`config.mk`:
```
export PLATFORM = sky130hd
export DESIGN_NAME = vsa_cell
export DESIGN_NICKNAME = d
export VERILOG_FILES = /design/src/rtl/core/vsa_pkg.sv /design/src/rtl/core/vsa_cell.sv
export SDC_FILE = /design/constraint.sdc
export NUM_CORES = 1
export LEC_CHECK = 0
export BUFFER_PORTS_ARGS = -buffer_cell sky130_fd_sc_hd__buf_2
export CORE_MARGIN = 2
export CORE_UTILIZATION = 43
export CTS_CLUSTER_DIAMETER = 200
export DETAILED_ROUTE_END_ITERATION = 10
export GPL_TIMING_DRIVEN = 0
export PLACE_DENSITY = 0.84
export SETUP_SLACK_MARGIN = 0.5
export SYNTH_ARGS = -nofsm -noshare
export SYNTH_HDL_FRONTEND = slang
export SYNTH_SLANG_ARGS = --single-unit
```
`constraint.sdc`:
```
create_clock -name clock -period 1 [get_ports clock]
set_input_delay 0.1 -clock clock [delete_from_list [all_inputs] [get_ports clock]]
set_output_delay 0.1 -clock clock [all_outputs]
set_load 0.05 [all_outputs]
```
`src/rtl/core/vsa_pkg.sv`:
```
// Shared types and constants for the voice slot allocator.
`default_nettype none
package vsa_pkg;
   localparam logic [31:0] OWNER_NONE = 32'hFFFF_FFFF;

   localparam logic [3:0] KIND_ALLOC       = 4'd0;
   localparam logic [3:0] KIND_ALLOC_AT    = 4'd1;
   localparam logic [3:0] KIND_ALLOC_OWNER = 4'd2;
   localparam logic [3:0] KIND_FREE        = 4'd3;
   localparam logic [3:0] KIND_FREE_OWNER  = 4'd4;
   localparam logic [3:0] KIND_FIND_OWNER  = 4'd5;
   localparam logic [3:0] KIND_SET_LOOP    = 4'd6;
   localparam logic [3:0] KIND_SET_OWNER   = 4'd7;
   localparam logic [3:0] KIND_TOUCH       = 4'd8;

   localparam logic CSR_IDX_VOICE_COUNT = 1'b0;

   typedef struct packed {
      logic        in_use;
      logic        looping;
      logic [31:0] stamp;
      logic [31:0] owner;
   } entry_type;

   typedef struct packed {
      logic [3:0]  kind;
      logic [5:0]  slot;
      logic [1:0]  force_mode;
      logic [31:0] owner_id;
      logic        loop_flag;
      logic [31:0] now;
   } cmd_type;

   typedef struct packed {
      logic       status;
      logic [5:0] slot_out;
      logic       stolen;
      logic [5:0] stolen_slot;
   } result_type;
endpackage
`default_nettype wire

```
`src/rtl/core/vsa_cell.sv`:
```
// One voice slot cell of the rotating slot ring.
`default_nettype none
module vsa_cell
   import vsa_pkg::*;
(
   input  wire logic      clock,
   input  wire logic      reset,
   input  wire logic      shift,
   input  wire entry_type d,
   output entry_type      q
);
   entry_type entry_ff;

   always_ff @(posedge clock) begin
      if (reset) begin
         entry_ff <= '0;
      end else if (shift) begin
         entry_ff <= d;
      end
   end

   assign q = entry_ff;
endmodule
`default_nettype wire

```
==> After elaboration in Yosys (flattened, before gate mapping) <==
Cells that the tools add are included.
{ "word_totals": {"register_bits": 66, "inputBits": 69, "out_inout_bits": 66, "elab_cells": 4} }

==> Depth between registers and ports, before layout <==
{ "depth": {"depth_word": 0, "mapped_depth": 5, "mapped_depth_nobuf": 2} }

==> Worst setup path after synthesis <==
OpenSTA, ideal clock, no wires.
{ "synth_path": {"kind": "reg2reg", "startpoint": "register q[0] (netlist name)", "endpoint": "register entry_ff, in the netlist q[0]", "setup_ns": 0.065, "t_arrival_ns": 0.817, "t_required_ns": 0.935, "setup_slack_ns": 0.118, "stages_incl_launch_ff": 3, "path_buffers": 0, "period_less_slack_ns": 0.882, "cell_sequence": "dfxtp_1 > mux2i_1 > nor2_1"} }
{ "synth_lines": {"columns": ["element", "line_no", "source"], "rows": [
  ["to (signal assigned)", "vsa_cell.sv:16", "entry_ff <= '0;"],
  ["to (signal assigned)", "vsa_cell.sv:18", "entry_ff <= d;"],
  ["to (decl)", "vsa_cell.sv:12", "entry_type entry_ff;"]
]} }

==> Worst setup path after layout <==
{ "layout_path": {"startpoint": "register entry_ff, in the netlist q[17]", "endpoint": "output q[17] (netlist bit)"} }
{ "layout_lines": {"columns": ["element", "line_no", "source"], "rows": [
  ["to (decl)", "vsa_cell.sv:10", "output entry_type q"]
]} }
No word-level cell between the ends.

==> flow_metrics.tcl <==
set metrics [dict create \
    status "finished clean" \
    hpwl_mm 4.05 \
    antenna_found_initial 0 \
    grt_max_degree 12 \
    synthMuxAreaShare 0.277 \
    port_buffers 132 \
    post-place-cells 417 \
    wl_per_cell_um 15.7 \
    p_sw_mw 2.00 \
    routed_wl_mm 6.86 \
    path_class "reg2out" \
    rows 27 \
    setup_viol 0 \
    crit_family "flip-flops" \
    die_w_um 78.5 \
    syn-num-nets 282 \
    final_cell_mix "70 x buf_2, 69 x buf_8, 66 x dfxtp_4, 65 x nor2_1, 64 x mux2i_1" \
    power_frac_comb 0.247 \
    drcViolationCount 0 \
    n_antenna_cell 0 \
    crit_fanout 2 \
    max_freq_mhz 1060 \
    synth_top_family_by_area "multiplexers" \
    final-instance-count-excl-fill 438 \
    hold_viol 0 \
    seqPwrFrac 0.435 \
    worst_slew_pin_slew_ps 437 \
    ys_seq_area_frac 0.553 \
    grt_util_all_layers 0.234 \
    clockBufferDepth 2 \
    core_um2 5440 \
    rsz0062_at_grt "true" \
    clk_pin_slew_ps 70 \
    start_kind "flip-flop" \
    synth_compound_area_frac 0 \
    cp_num_cells 1 \
    drt_first_pass_iters 4 \
    numCtsBuffers 9 \
    ff_latch_area_um2 1570 \
    vias 2077 \
    layout-drive-gt1-share 0.639 \
    clockRootBuffer "clkbuf_8" \
    required_ps 900 \
    swShare 0.303 \
    clock_latency_ps 320 \
    syn_area_per_cell_um2 11.2 \
    pwr-share-clk 0.318 \
    viasPerCell 4.74 \
    min-delay-path-class "in2reg" \
    slowest_stage "dfxtp_4" \
    synth_area_um2 2390 \
    ys_warn_count 0 \
    worst-path-buf-inv 1 \
    r2r_slack_ps 190 \
    final_area_um2 4320 \
    min_period_ps 942 \
    irDropWorstVdd_mv 1.26 \
    path_cells "buf_8" \
    whs_path_depth 3 \
    maxSlewHeadroom 0.708 \
    leakagePower_nw 2.05 \
    mostFrequentLayoutCell "buf_2" \
    cts_max_level 3 \
    maxSlewViolCount 0 \
    drt_iter0_markers 21 \
    multi_input_area_um2 927 \
    cts_sinks 66 \
    drv_cap 0 \
    crit_path_end_kind "primary output" \
    p_int_mw 4.60 \
    critical_path.max_stage_delay_ps 370 \
    period_share 0.942 \
    die_area_um2 6160 \
    placed_area_um2 3400 \
    fin_ws_ps 57.7 \
    preCtsSetupSlack_ps -1.74 \
    synth-simple-area-share 0.104 \
    grt_pass1_wl_mm 11.0 \
    cts_tree "built" \
    place_congestion 0.721 \
    power_density_nw_per_um2 1530 \
    arrival_ps 840 \
    synthAdderAreaFrac 0 \
    io_pins 135 \
    grt_pass1_vias 2307 \
    fin_util 0.794 \
    nets 430 \
    finClkSkew_ps 0 \
    start_util 0.439 \
    fill_cells 306 \
    antenna_left 0 \
    ys_ff_latch 66 \
    die_h_um 78.5 \
    synthCells 213 \
    power.total_mw 6.60 \
    synth_xor_area_frac 0 \
    synth_cell_type_count 8 \
    area_growth_pct 80.9 \
    largest_register_ffs 66 \
    gr-total-overflow 0 \
    reg2regPathDepth 3 \
]
[final timing paths]
check / from / end
setup / recovery: q[17] / q[17]
hold / removal: d[46] / q[46]
setup reg to reg: q[60] / q[60]
hold reg to reg: q[22] / q[22]
[final cells by class]
| cell class | count | area share |
|---|---|---|
| buffer | 15 | 0.0411 |
| clock buffer | 10 | 0.0295 |
| clock inverter | 6 | 0.0133 |
| multi-input combinational | 132 | 0.215 |
| sequential | 66 | 0.363 |
| tap | 72 | 0.0209 |
| timing repair buffer | 137 | 0.317 |
[Yosys cell counts]
master,instances,area (µm²)
nor2_1,66,248
mux2i_1,66,661
buf_6,1,11.3
buf_2,4,20.0
buf_4,2,15.0
clkbuf_1,3,11.3
buf_12,5,100
dfxtp_1,66,1320
[per-layer routing]
metal	up-vias	part of all wire	track usage
li1	1001	-	-
met3	18	0.089	0.0874
met2	100	0.53	0.432
met5	-	0	0
met4	0	0.028	0.114
met1	958	0.35	0.227
[kinds of logic after synthesis]
family / count (synthesis)
flip-flops: 66
AND/OR/NAND/NOR: 66
buffers and inverters: 15
multiplexers: 66
[power groups by stage]
| stage | Sequential, mW | Clock [mW] | Combinational, mW |
|---|---|---|---|
| after CTS | 2.86 | 2.14 | 1.58 |
| after detailed placement | 2.85 | 0 | 1.27 |
| final | 2.87 | 2.10 | 1.63 |
| after floorplan | 3.42 | 0 | 0.368 |
| after global routing | 2.89 | 2.30 | 1.70 |
| after global placement | 2.84 | 0 | 1.24 |
[through the flow]
step           TNS [ps]  hold WS (ps)
3_3_place_gp          0           330
4_1_cts               0         -11.1
5_1_grt               0         -6.71
3_5_place_dp      -1.74           339
2_1_floorplan         0           246
6_report              0         0.932
[timing repair]
action                                 in CTS  in global routing
pin swaps                                   1                  4
setup buffers                               1                  4
endpoints found under the hold margin      15                  1
resized for setup                         200                  6
setup endpoints to repair                 132                132
Power figures use the tool's default switching activity.
