## src/rtl/core/vsa_pkg.sv

```systemverilog
// Shared types and constants for the voice slot allocator.
`default_nettype none
package vsa_pkg;
   localparam logic [31:0] OWNER_NONE = 32'hFFFF_FFFF;

   localparam logic [3:0] KIND_ALLOC       = 4'd0;
   localparam logic [3:0] KIND_ALLOC_AT    = 4'd1;
   localparam logic [3:0] KIND_ALLOC_OWNER = 4'd2;
   localparam logic [3:0] KIND_FREE        = 4'd3;
   localparam logic [3:0] KIND_FREE_OWNER  = 4'd4;
   localparam logic [3:0] KIND_FIND_OWNER  = 4'd5;
   localparam logic [3:0] KIND_SET_LOOP    = 4'd6;
   localparam logic [3:0] KIND_SET_OWNER   = 4'd7;
   localparam logic [3:0] KIND_TOUCH       = 4'd8;

   localparam logic CSR_IDX_VOICE_COUNT = 1'b0;

   typedef struct packed {
      logic        in_use;
      logic        looping;
      logic [31:0] stamp;
      logic [31:0] owner;
   } entry_type;

   typedef struct packed {
      logic [3:0]  kind;
      logic [5:0]  slot;
      logic [1:0]  force_mode;
      logic [31:0] owner_id;
      logic        loop_flag;
      logic [31:0] now;
   } cmd_type;

   typedef struct packed {
      logic       status;
      logic [5:0] slot_out;
      logic       stolen;
      logic [5:0] stolen_slot;
   } result_type;
endpackage
`default_nettype wire

```

## src/rtl/core/vsa_ctrl.sv

```systemverilog
// Command sequencer: scans the ring head in one revolution, applies in the next.
`default_nettype none
module vsa_ctrl
   import vsa_pkg::*;
#(
   parameter int MAX_VOICES = 64
)
(
   input  wire logic      clock,
   input  wire logic      reset,
   input  wire logic      start,
   input  wire cmd_type   cmd,
   input  wire logic [6:0] voice_count,
   input  wire entry_type head,
   input  wire logic      out_free,
   output logic           idle,
   output logic           shift,
   output entry_type      tail,
   output logic           done,
   output result_type     result
);
   localparam int IW    = $clog2(MAX_VOICES);
   localparam int CW    = $clog2(MAX_VOICES + 1);
   localparam int CMP_W = (CW > 7) ? CW : 7;
   localparam logic [CMP_W-1:0] MAX_C = CMP_W'(MAX_VOICES);
   localparam logic [IW-1:0] LAST_POS = IW'(MAX_VOICES - 1);

   localparam logic [1:0] ST_IDLE  = 2'd0;
   localparam logic [1:0] ST_SCAN  = 2'd1;
   localparam logic [1:0] ST_APPLY = 2'd2;
   localparam logic [1:0] ST_WAIT  = 2'd3;

   logic [1:0]    state_ff, state_in;
   logic [IW-1:0] pos_ff, pos_in;
   cmd_type       cmd_ff;
   logic          free_found_ff, free_found_in;
   logic [IW-1:0] free_idx_ff, free_idx_in;
   logic          steal_found_ff, steal_found_in;
   logic [IW-1:0] steal_idx_ff, steal_idx_in;
   logic [31:0]   steal_time_ff, steal_time_in;
   logic          match_found_ff, match_found_in;
   logic [IW-1:0] match_idx_ff, match_idx_in;
   logic          find_found_ff, find_found_in;
   logic [IW-1:0] find_idx_ff, find_idx_in;
   logic          tgt_used_ff, tgt_used_in;

   logic [CMP_W-1:0] n_c, idx_c, slot_c;
   logic             in_range, slot_ok, at_slot, owner_hit, loop_ok, last;
   logic             ok;
   logic             stole;
   logic [IW-1:0]    tgt;

   assign n_c    = (CMP_W'(voice_count) > MAX_C) ? MAX_C : CMP_W'(voice_count);
   assign idx_c  = CMP_W'(pos_ff);
   assign slot_c = CMP_W'(cmd_ff.slot);
   assign in_range  = idx_c < n_c;
   assign slot_ok   = slot_c < n_c;
   assign at_slot   = idx_c == slot_c;
   assign owner_hit = in_range && head.in_use && (head.owner == cmd_ff.owner_id);
   assign loop_ok   = (cmd_ff.force_mode[0] && !head.looping) ||
                      (cmd_ff.force_mode[1] && head.looping);
   assign last      = pos_ff == LAST_POS;

   // Outcome of the command, from what the scan revolution collected.
   always_comb begin
      ok    = 1'b0;
      stole = 1'b0;
      tgt   = IW'(cmd_ff.slot);
      case (cmd_ff.kind)
         KIND_ALLOC, KIND_ALLOC_OWNER: begin
            if (free_found_ff) begin
               ok  = 1'b1;
               tgt = free_idx_ff;
            end else if (cmd_ff.force_mode != 2'd0 && steal_found_ff) begin
               ok    = 1'b1;
               stole = 1'b1;
               tgt   = steal_idx_ff;
            end
         end
         KIND_ALLOC_AT: begin
            ok    = slot_ok && (!tgt_used_ff || cmd_ff.force_mode != 2'd0);
            stole = ok && tgt_used_ff;
         end
         KIND_FREE: ok = slot_ok;
         KIND_FREE_OWNER: begin
            ok  = match_found_ff;
            tgt = match_idx_ff;
         end
         KIND_FIND_OWNER: begin
            ok  = slot_ok && find_found_ff;
            tgt = find_idx_ff;
         end
         KIND_SET_LOOP, KIND_SET_OWNER, KIND_TOUCH: ok = slot_ok && tgt_used_ff;
         default: ok = 1'b0;
      endcase
   end

   // Head entry as it re-enters the ring at the tail.
   always_comb begin
      tail = head;
      if (state_ff == ST_APPLY && ok) begin
         if (pos_ff == tgt) begin
            case (cmd_ff.kind)
               KIND_ALLOC, KIND_ALLOC_AT, KIND_ALLOC_OWNER: begin
                  tail.in_use  = 1'b1;
                  tail.looping = 1'b0;
                  tail.stamp   = cmd_ff.now;
                  tail.owner   = (cmd_ff.kind == KIND_ALLOC_OWNER) ?
                                 cmd_ff.owner_id : OWNER_NONE;
               end
               KIND_FREE:      tail.in_use  = 1'b0;
               KIND_SET_LOOP:  tail.looping = cmd_ff.loop_flag;
               KIND_SET_OWNER: tail.owner   = cmd_ff.owner_id;
               KIND_TOUCH:     tail.stamp   = cmd_ff.now;
               default:        tail = head;
            endcase
         end
         if (cmd_ff.kind == KIND_FREE_OWNER && owner_hit) begin
            tail.in_use = 1'b0;
         end
      end
   end

   always_comb begin
      state_in       = state_ff;
      pos_in         = pos_ff;
      free_found_in  = free_found_ff;
      free_idx_in    = free_idx_ff;
      steal_found_in = steal_found_ff;
      steal_idx_in   = steal_idx_ff;
      steal_time_in  = steal_time_ff;
      match_found_in = match_found_ff;
      match_idx_in   = match_idx_ff;
      find_found_in  = find_found_ff;
      find_idx_in    = find_idx_ff;
      tgt_used_in    = tgt_used_ff;
      case (state_ff)
         ST_IDLE: begin
            if (start) begin
               state_in       = ST_SCAN;
               pos_in         = '0;
               free_found_in  = 1'b0;
               steal_found_in = 1'b0;
               match_found_in = 1'b0;
               find_found_in  = 1'b0;
               tgt_used_in    = 1'b0;
            end
         end
         ST_SCAN: begin
            if (in_range && !head.in_use && !free_found_ff) begin
               free_found_in = 1'b1;
               free_idx_in   = pos_ff;
            end
            if (in_range && head.in_use && loop_ok &&
                (!steal_found_ff || head.stamp < steal_time_ff)) begin
               steal_found_in = 1'b1;
               steal_idx_in   = pos_ff;
               steal_time_in  = head.stamp;
            end
            if (owner_hit && !match_found_ff) begin
               match_found_in = 1'b1;
               match_idx_in   = pos_ff;
            end
            if (owner_hit && idx_c >= slot_c && !find_found_ff) begin
               find_found_in = 1'b1;
               find_idx_in   = pos_ff;
            end
            if (at_slot) begin
               tgt_used_in = head.in_use;
            end
            pos_in = last ? '0 : pos_ff + 1'b1;
            if (last) begin
               state_in = ST_APPLY;
            end
         end
         ST_APPLY: begin
            pos_in = last ? '0 : pos_ff + 1'b1;
            if (last) begin
               state_in = ST_WAIT;
            end
         end
         ST_WAIT: begin
            if (out_free) begin
               state_in = ST_IDLE;
            end
         end
         default: state_in = ST_IDLE;
      endcase
   end

   always_ff @(posedge clock) begin
      if (reset) begin
         state_ff <= ST_IDLE;
         pos_ff   <= '0;
      end else begin
         state_ff <= state_in;
         pos_ff   <= pos_in;
      end
   end

   always_ff @(posedge clock) begin
      if (state_ff == ST_IDLE && start) begin
         cmd_ff <= cmd;
      end
      free_found_ff  <= free_found_in;
      free_idx_ff    <= free_idx_in;
      steal_found_ff <= steal_found_in;
      steal_idx_ff   <= steal_idx_in;
      steal_time_ff  <= steal_time_in;
      match_found_ff <= match_found_in;
      match_idx_ff   <= match_idx_in;
      find_found_ff  <= find_found_in;
      find_idx_ff    <= find_idx_in;
      tgt_used_ff    <= tgt_used_in;
   end

   assign idle  = state_ff == ST_IDLE;
   assign shift = state_ff == ST_SCAN || state_ff == ST_APPLY;
   assign done  = state_ff == ST_WAIT && out_free;

   assign result.status      = !ok;
   assign result.slot_out    = ok ? 6'(tgt) : 6'd0;
   assign result.stolen      = stole;
   assign result.stolen_slot = stole ? 6'(tgt) : 6'd0;
endmodule
`default_nettype wire
```

## config.mk

```make
export PLATFORM = sky130hd
export DESIGN_NAME = vsa_ctrl
export DESIGN_NICKNAME = d
export VERILOG_FILES = /design/src/rtl/core/vsa_pkg.sv /design/src/rtl/core/vsa_ctrl.sv
export SDC_FILE = /design/constraint.sdc
export NUM_CORES = 1
export LEC_CHECK = 0
export ABC_AREA = 1
export BUFFER_PORTS_ARGS = -buffer_cell sky130_fd_sc_hd__buf_2
export CAP_MARGIN = 10
export CELL_PAD_IN_SITES_DETAIL_PLACEMENT = 0
export CELL_PAD_IN_SITES_GLOBAL_PLACEMENT = 1
export CORE_MARGIN = 4
export CORE_UTILIZATION = 36
export CTS_CLUSTER_DIAMETER = 60
export CTS_CLUSTER_SIZE = 20
export DETAILED_ROUTE_END_ITERATION = 7
export PLACE_DENSITY = 0.83
export SLEW_MARGIN = 25
export SYNTH_ARGS = -nofsm -noshare
export SYNTH_HDL_FRONTEND = slang
export SYNTH_SLANG_ARGS = --single-unit
```

## constraint.sdc

```tcl
create_clock -name clock -period 5.1 [get_ports clock]
set_clock_uncertainty 0.1 [all_clocks]
set_input_delay 0.255 -clock clock [delete_from_list [all_inputs] [get_ports clock]]
set_output_delay 0.255 -clock clock [all_outputs]
set_load 0.01 [all_outputs]
```

Word level (Yosys, flattened, before mapping)
Index checks and enable logic that the tools add are counted.
{"block": "word_totals", "output_inout_bits": 83, "ff_bits": 146, "input_bits": 154, "wordCells": 139}
{"block": "classes", "add_sub_neg": 1, "muxes": 38, "n_reduce_logical": 53, "magnitude_cmp": 5, "n_eq_ne": 24}
{"op": "$mux 66", "n": 2}
{"op": "$mux 32", "n": 2}
{"op": "$pmux 32 s2", "n": 1}
{"op": "$mux 6", "n": 6}
{"op": "$eq 32x32->1", "n": 1}
{"op": "$lt 32x32->1", "n": 1}
{"op": "$logic_and 1x1->1", "n": 20}
{"op": "$ne 2x2->1 const B", "n": 9}
{"op": "$pmux 6 s3", "n": 1}
{"op": "$eq 4x3->1 const B", "n": 4}
{"op": "$pmux 1 s2", "n": 8}
{"op": "$reduce_and 3->1", "n": 5}
{"op": "$lt 6x7->1", "n": 2}
{"op": "$eq 6x6->1", "n": 2}
{"op": "$pmux 6 s2", "n": 1}
{"op": "$mux 1", "n": 10}
{"op": "$reduce_and 2->1", "n": 5}
{"op": "$eq 4x2->1 const B", "n": 2}
{"op": "$logic_not 1->1", "n": 8}
{"op": "$mux 2", "n": 4}
{"op": "$pmux 2 s4", "n": 1}
{"op": "$gt 7x7->1 const B", "n": 1}
{"op": "$mux 7", "n": 1}
{"op": "$add 6x1->6 const B", "n": 1}
{"op": "15 further kinds", "n": 23}

Logic depth before layout (Yosys ltp)
{"block": "logic_depth", "ltp_word": 9, "depth_mapped": 19, "ltp_nobuf": 16}

Worst setup path before layout
No wires, ideal clock.
{"block": "synth_timing", "path_type": "input -> register", "start": "input port voice_count[4]", "end": "register steal_idx_ff[0] (enable)", "path_buffers": 0, "slack_ns": 1.501, "path_stages": 12, "required_time_ns": 4.567, "arrival_time_ns": 3.065, "setup_ns": 0.433, "cell_sequence": "nor2_1 nand3_1 nand2_1 nand2_1 ha_1 a21oi_1 nand2_1 a21oi_1 nand2_1 nor2_1 nand2_1 nor2_1"}
{"block": "synth_between", "elab_chain_cells": 7}
{"item": "from (decl)", "line_no": "vsa_ctrl.sv:13", "rtl": "input wire logic [6:0] voice_count,"}
{"item": "$gt 7x7->1", "line_no": "vsa_ctrl.sv:53", "rtl": "assign n_c = (CMP_W'(voice_count) > MAX_C) ? MAX_C : CMP_W'(voice_count);"}
{"item": "$mux 7 (*)", "line_no": "vsa_ctrl.sv:53"}
{"item": "$lt 6x7->1 (*)", "line_no": "vsa_ctrl.sv:56", "rtl": "assign in_range = idx_c < n_c;"}
{"item": "$logic_and 1x1->1 (*) (3 in a row)", "line_no": "vsa_ctrl.sv:154", "rtl": "if (in_range && head.in_use && loop_ok &&"}
{"item": "$reduce_and 2->1 (no source line) (*)"}
{"item": "to (signal assigned)", "line_no": "vsa_ctrl.sv:208", "rtl": "steal_idx_ff <= steal_idx_in;"}
{"item": "to (decl)", "line_no": "vsa_ctrl.sv:39", "rtl": "logic [IW-1:0] steal_idx_ff, steal_idx_in;"}
Every way passes the cells marked *; elsewhere a longest branch is shown, timed or not.
A chain may end at the register's enable or synchronous reset.

==> reports/metrics.csv <==
metric,value,unit
crit_top_cell,nand2_1,
post_cts_buffers,0,
async_reset_ff_share,0,%
mostFrequentLayoutCell,nand2_1,
path_cells,nor2_2 > nand2_1 > o21ai_1 > nand2_1 > nand3_1 > nand2_1 > nor2_1 > nand2_1 > nor2_4 > buf_4 > nand4_1 > nand2_1 > buf_2,
diodes,0,
ant_nets,0,
drtPass1Iterations,6,
fin_crit,4.17,ns
path_max_fanout,44,
critPathKind,reg -> out,
worstSetupStartpointType,flop,
area_growth,37.9,%
vias,7622,
grt_max_degree,55,
total_power,4120,µW
ys_seq_elements,146,
worst_slew_pin_slew,0.974,ns
tns,0,ns
grt_pass1_vias,7715,
num_rows,55,
cts_tree,done,
initial_core_util,36.8,%
relSlewSlack,35.0,%
routed_wl,25200,µm
drtIter0Drc,549,
insertion_delay,0.43,ns
path_clk_slew,0.06,ns
end_kind,output port,
synthesis.area,8380,µm²
nets,1465,
dieArea,25800,µm²
timing.final.crit_share,81.8,%
coreArea,22800,µm²
wl_per_cell,15.9,µm
numCtsBuffers,17,
die_w,161,µm
grt_pass1_wl,39700,µm
yosysSeqAreaShare,51.4,%
p_per_area,356,nW/µm²
synth_cells,917,
hold_viol,0,
routed_via_density,4.81,
io_buffers,236,
min_path_type,in -> reg,
drcViolationCount,0,
pin_count,237,
placed_area,9880,µm²
reg2reg_slack,2.14,ns
synth_warnings,0,
grt.total_usage,19.3,%
hpwl,17800,µm
synthDistinctLibCells,45,
cts_max_path_buffers,2,
layout-drive-gt1-share,25.2,%
arrival,3.82,ns
crit_family,simple AND/OR/NAND/NOR gates,
setup_violations,0,
fmax,240,MHz
finalInstanceArea,11600,µm²
synth_nets,1123,
slew_viol_final,0,
grt_setup_unrepaired,false,
fp.dieH,161,µm
overflow,0,
htreeDepth,4,
crit_required,4.74,ns
cp_slowest_stage_delay,0.53,ns
cts-root-buf,clkbuf_16,
layout_common_cells,"nand2_1, buf_2, edfxtp_1",
synth_edf_count,138,
ir_drop,0.000185,V
cap_violations,0,
path_buf_inv,2,
place.gp.congestion,0.869,
run_status,completed,
p_leak,0.00536,µW
postSynthAreaPerCell,9.14,µm²
antenna_found_initial,1,
clock-sinks,146,
critPathSlowestCell,buf_4,
synth-main-ff-cell,edfxtp_1,
[synth_stat cells, types with 2 or more instances]
cell / count / area, µm²
a211oi_1: 2 / 15.0
a21oi_1: 35 / 175
a31oi_1: 3 / 18.8
buf_2: 14 / 70.1
buf_4: 3 / 22.5
buf_6: 3 / 33.8
clkbuf_1: 11 / 41.3
clkinv_1: 2 / 7.51
dfxtp_1: 8 / 160
edfxtp_1: 138 / 4140
ha_1: 52 / 651
inv_1: 98 / 368
inv_2: 6 / 22.5
nand2_1: 255 / 957
nand3_1: 46 / 230
nand4_1: 74 / 463
nor2_1: 57 / 214
nor2_2: 4 / 25.0
nor2_4: 2 / 22.5
nor3_1: 9 / 45.0
nor3b_1: 3 / 22.5
o21a_1: 2 / 15.0
o21ai_0: 17 / 85.1
o21ai_1: 4 / 20.0
or2_2: 23 / 144
xnor2_1: 19 / 166
xor2_1: 9 / 78.8
[where the power goes]
| part | internal (µW) | total [µW] | switching, µW |
|---|---|---|---|
| registers | 1580 | 1710 | 129 |
| clock network | 685 | 1230 | 548 |
| logic | 422 | 1170 | 750 |
| total | 2690 | 4120 | 1430 |
[per-layer routing]
metal | track usage (%) | vias up | routed length, µm
met1 | 24.0 | 3490 | 10900
li1 | - | 3828 | -
met5 | 0 | - | 13
met4 | 6.57 | 2 | 594
met3 | 4.46 | 42 | 1490
met2 | 33.0 | 260 | 12200
[final cells by class]
| cell class | count | area (µm²) |
|---|---|---|
| clock buffer | 17 | 425 |
| clock inverter | 15 | 145 |
| fill | 2084 | 11200 |
| inverter | 106 | 399 |
| multi-input combinational | 633 | 3530 |
| sequential | 146 | 4300 |
| tap | 313 | 392 |
| timing repair buffer | 355 | 2360 |
[kinds of logic after synthesis]
logic type | Yosys count | synth area share [%]
DFF | 146 | 51.4
AOI/OAI and AO/OA | 75 | 5.20
buffers and inverters | 138 | 6.79
muxes | 1 | 0.119
adders and majority gates | 52 | 7.76
xor gates and xnor gates | 28 | 2.93
and+or+nand+nor | 477 | 25.8
[worst reg2reg max path, cell delays in order, from the launching register on]
cell and delay, ns:
dfxtp_1 0.64, ha_1 0.32, inv_1 0.05, nor2_1 0.03, inv_1 0.06, o2bb2ai_1 0.07
a21oi_1 0.31, nand3_1 0.27, nor3_1 0.73
[sequential cells by signal, summed over array words and instances (netlist names)]
register,flops
match_found_ff,1
find_found_ff,1
cmd_ff,77
state_ff,2
match_idx_ff,6
pos_ff,6
steal_time_ff,32
steal_idx_ff,6
steal_found_ff,1
find_idx_ff,6
free_idx_ff,6
free_found_ff,1
tgt_used_ff,1
[stage by stage]
stage / setup WS (ns) / util, % / hold WS [ns] / instances
floorplan: 1.50 / - / 0.254 / 917
global route: 0.495 / 50.7 / 0.0786 / 1585
detailed placement: 1.37 / 43.4 / 0.333 / 1443
CTS: 0.908 / 50.7 / 0.0275 / 1585
global placement: 1.40 / 43.3 / 0.332 / 1442
finish: 0.930 / 50.7 / 0.0468 / 1585
[path summary, 6_finish.rpt]
check / end / start / depth (start not counted)
worst max-delay path: tail[44] / cmd_ff[76] / 13
worst min-delay path: tgt_used_ff / head[65] / 3
worst max register to register: find_idx_ff[5] / pos_ff[5] / 8
worst min register to register: state_ff[0] / state_ff[0] / 2
[what timing repair did]
item                      4_1_cts  5_1_grt
resized for setup               0        0
hold buffers                  110        0
hold endpoints to repair      111        0
Note: power is estimated with default switching activity, not from simulation.
